**src/bfac_ram.sv**
```systemverilog
// Generic simple dual-port RAM with registered read.
module bfac_ram #(
    parameter int WIDTH = 8,
    parameter int DEPTH = 16
) (
    input  logic                     aclk,
    input  logic                     we,
    input  logic [$clog2(DEPTH)-1:0] waddr,
    input  logic [WIDTH-1:0]         wdata,
    input  logic [$clog2(DEPTH)-1:0] raddr,
    output logic [WIDTH-1:0]         rdata
);
    logic [WIDTH-1:0] mem [DEPTH];

    always_ff @(posedge aclk) begin
        if (we) begin
            mem[waddr] <= wdata;
        end
        rdata <= mem[raddr];
    end
endmodule

```
**config.mk**
```make
export PLATFORM = sky130hd
export DESIGN_NAME = bfac_ram
export DESIGN_NICKNAME = d
export VERILOG_FILES = /design/src/bfac_ram.sv
export SDC_FILE = /design/constraint.sdc
export NUM_CORES = 1
export LEC_CHECK = 0
export BUFFER_PORTS_ARGS = -buffer_cell sky130_fd_sc_hd__buf_2
export CAP_MARGIN = 5
export CORE_MARGIN = 10
export CORE_UTILIZATION = 40
export CTS_CLUSTER_DIAMETER = 100
export CTS_CLUSTER_SIZE = 20
export DETAILED_ROUTE_END_ITERATION = 7
export SLEW_MARGIN = 20
export SYNTH_ARGS = -nofsm -noshare
export SYNTH_HDL_FRONTEND = slang
export SYNTH_SLANG_ARGS = --single-unit
```
**constraint.sdc**
```tcl
create_clock -name aclk -period 3.5 [get_ports aclk]
set_input_delay 0.35 -clock aclk [delete_from_list [all_inputs] [get_ports aclk]]
set_output_delay 0.35 -clock aclk [all_outputs]
set_load 0.02 [all_outputs]
```
# [Word-level counts from Yosys, hierarchy flattened]
# Memories as Yosys holds them, arrays and structs flattened. A register that Yosys moved wholly into a read port is not among the register bits.
# Index checks and enable logic that the tools add are counted.
[op_classes] n_mux=2
[ops] op="two-way mux 1 bit" count=2
[word_totals] in_bits=18 output_inout_bits=8 elab_cells=3 ram_bits=128 n_memories=1 ff_bits=0
[memory_table] memory="mem" depth=16 width=8 rd=1 rd_ports_with_merged_regs=1 wr=1 line_no="13" text="logic [WIDTH-1:0] mem [DEPTH];"

# [Depth between registers and ports, before layout]
[depth] depth_word=2 mapped_depth=5 mapped_depth_nobuf=3

# [Worst setup path before layout]
# Ideal clock, no wire load.
[synth_timing] path_kind="input -> register" start="input waddr[2]" end="memory mem[0][0] (enable)" arrival_time_ps=1460 path_stages=2 slack_ps=1657 setup_ps=383 n_path_buf=0 cell_sequence="or3b_2 nor3_1"
[synth_rtl] element="start, declared" line_no="8" text="input logic [$clog2(DEPTH)-1:0] waddr,"
[synth_rtl] element="end, declared" line_no="13"
# No word-level cell before the write port.

==> impl_metrics.ini <==
[timing]
final_skew_ns = 0.0108
drv_slew = 0
setup_slack_of_the_critical_path_after_layout_ns = 1.83
timing.fmax_mhz = 599
max-slew-margin-rel = 0.383
final-setup-viol-count = 0
whs_ns = 0.317
setup_repair_after_global_routing_missed_its_margin = no
hold_viol_final = 0
finalSetupTns_ns = 0
worstMarginPinSlew_ns = 0.923
period_needed_ns = 1.67
post-route-period-util = 0.477

[placement]
detailedPlace.worstSlack_ns = 1.36
gp_routability_congestion = 0.730
io_buffers = 25
dp_hpwl_mm = 6.04

[routing]
vias = 2329
wire_per_inst_um = 21.6
drt_pass1_iterations = 4
total_routed_wirelength_mm = 9.80
drt_drc_violations_left = 0
first_drt_iteration_drcs = 192
drt.antenna.violating_nets = 0
avgViaCountPerCell = 5.14

[synth]
main_combinational_cell_family_by_area_after_synthesis = multiplexers
synth-compound-area-share = 0.0233
synth.area.top_cells = sky130_fd_sc_hd__edfxtp_1 (75%), sky130_fd_sc_hd__mux4_2 (7.9%), sky130_fd_sc_hd__mux4_1 (7.1%)
ys_dominant_reg_cell = sky130_fd_sc_hd__edfxtp_1
yosys.area.top_type = sky130_fd_sc_hd__edfxtp_1
ys.warnings.count = 0
yosysSeqAreaShare = 0.778
synth_fa_ha_area_frac = 0
synth_top_area_frac = 0.747
syn_avg_cell_area_sq_um = 22.5
simple_gate_portion_of_the_synthesized_area = 0.0318
syn-cell-area_sq_mm = 0.00515
synth_enable_flop_cells = 128
ys_seq_elements = 136
async_flop_share = 0
synth.most_common_cell = sky130_fd_sc_hd__edfxtp_1
synthDistinctLibCells = 19
netlist_top_cells_count = sky130_fd_sc_hd__edfxtp_1 (128), sky130_fd_sc_hd__mux4_2 (18), sky130_fd_sc_hd__a22oi_1 (16), sky130_fd_sc_hd__mux4_1 (14), sky130_fd_sc_hd__nor2_1 (13)
mappedNetlistNets = 247
synth-xor-area-share = 0
synthCells = 229
synthMuxAreaShare = 0.150

[worst_setup_path]
path_class = input port to flop
path_cells = buf_2 -> buf_4 -> mux4_1 -> a22oi_1 -> nand2_1
crit_fanout = 32
reg2reg_depth = 3
cp_data_required_time_ns = 3.79
regToRegStartpoint = mem[1][5]
critical_path.top_delay_family = multiplexers
cpMaxStageDelayCell = sky130_fd_sc_hd__mux4_1
rrSetupSlack_ns = 2.13
worstSetupEndpointType = flop
worstPathBufferInverterCount = 2
cp.arrival_ns = 1.96
timing.critical_path.from = raddr[0]
r2r-end = rdata[5]
timing.critical_path.slowest_cell_delay_ns = 0.63
critPathLaunchType = input port

[cells_and_area]
area.sequential_sq_mm = 0.00400
antenna-diode-count = 0
finalCoreUtilization = 0.482
multi_input_comb_area_sq_mm = 0.00106
filler_cell_count = 1046
drive_gt1_frac = 0.288
synthToLayoutAreaGrowth_pct = 18.2
finish.net_count = 286

[clock_tree]
cts_tree = yes
clk_transition_reported_paths_ns = 0.05
post_cts_resized = 0
clockRootBuffer = sky130_fd_sc_hd__clkbuf_16
cts.htree.levels = 4
cts_inserted_buffers = 17
numClockSinks = 136
hold_buffers = 0
ctsLongestPathBuffers = 2
cts_setup_buffers = 0
clk_latency_ns = 0.42

[status]
outcome = complete, no violations

[global_routing]
grt_antenna_before_repair = 0
largest_net_degree_at_the_start_of_global_routing = 33
grt_pass1_wl_mm = 14.9
global_route.overflow_total = 0
grt_util_all_layers = 0.116
number_of_global_route_vias_before_repair = 2420

[power_and_ir_drop]
p_leak_nw = 2.03
power_per_cell_area_mw_per_mm2 = 639
peakVddDrop_uv = 349

[worst_hold_path]
min_path_cells = 1
min_delay_worst_endpoint = mem[1][0]
worstHoldPathType = input port to flop
hold_path.startpoint = wdata[0]

[floorplan]
die-area_sq_mm = 0.0178
coreArea_sq_mm = 0.0126
initial_core_util = 0.408
io-pin-count = 26
floorplan.rows = 41
die_width_um = 133
die_h_um = 133

[flow_run]
maxCapViolCount = 0
[cell usage in the layout (no fill, tap or decap)]
cell type,n
sky130_fd_sc_hd__clkinv_4,1
sky130_fd_sc_hd__nand3_1,1
sky130_fd_sc_hd__nor2b_1,1
sky130_fd_sc_hd__buf_4,5
sky130_fd_sc_hd__buf_2,25
sky130_fd_sc_hd__clkinv_2,2
sky130_fd_sc_hd__clkinvlp_4,3
sky130_fd_sc_hd__nand3b_1,2
sky130_fd_sc_hd__mux4_1,14
sky130_fd_sc_hd__dfxtp_1,8
sky130_fd_sc_hd__bufinv_16,4
sky130_fd_sc_hd__a22oi_1,16
sky130_fd_sc_hd__clkbuf_8,3
sky130_fd_sc_hd__and2b_1,1
sky130_fd_sc_hd__nor3_2,1
sky130_fd_sc_hd__and2_1,1
sky130_fd_sc_hd__nor2_1,13
sky130_fd_sc_hd__nor3_1,3
sky130_fd_sc_hd__nand2_1,9
sky130_fd_sc_hd__nand2b_1,2
sky130_fd_sc_hd__clkbuf_16,17
sky130_fd_sc_hd__clkbuf_1,1
sky130_fd_sc_hd__inv_6,1
sky130_fd_sc_hd__or3b_2,1
sky130_fd_sc_hd__edfxtp_1,128
sky130_fd_sc_hd__mux4_2,18
[cell families after synthesis]
group	count (synthesis)
multiplexers	32
buffers and inverters	10
flip-flops	136
AND/OR/NAND/NOR	35
AO/OA/AOI/OAI	16
[final cells by class]
cell class,instances,share of cell area
clock buffer,21,0.0773
timing repair buffer,30,0.0267
sequential,136,0.658
tap,172,0.0354
clock inverter,11,0.0280
multi-input combinational,83,0.175
[state kept, by name, summed over array words and instances (netlist names)]
name / cells
mem: 128
rdata: 8
[metrics by stage]
stage / instances / power, mW / instance area [sq um]
6_report: 453 / 3.89 / 6080
2_1_floorplan: 229 / 1.97 / 5150
3_5_place_dp: 421 / 2.04 / 5440
3_3_place_gp: 421 / 2.04 / 5440
4_1_cts: 453 / 3.92 / 6080
5_1_grt: 453 / 4.01 / 6080
[per-layer routing]
metal	vias up	share of wire	GRT usage
li1	1055	-	-
met1	1219	0.44	0.137
met2	46	0.51	0.188
met3	9	0.040	0.0383
met4	0	0.012	0.0508
met5	-	0	0
[worst max-delay path by stage]
| stage | to | slack, ns | cells past startpoint |
|---|---|---|---|
| 6_report | rdata[5] | 1.83 | 5 |
| 5_1_grt | rdata[5] | 1.70 | 5 |
| 4_1_cts | rdata[5] | 1.80 | 5 |
| 3_5_place_dp | rdata[5] | 1.36 | 5 |
| 3_3_place_gp | rdata[5] | 1.35 | 5 |
| 2_1_floorplan | mem[0][0] | 1.66 | 2 |
[power breakdown]
| part | internal [mW] | switching [mW] |
|---|---|---|
| Clock | 1.25 | 0.639 |
| Combinational | 0.0664 | 0.106 |
| Sequential | 1.82 | 0.00902 |
Note: power is estimated with default switching activity, not from simulation.
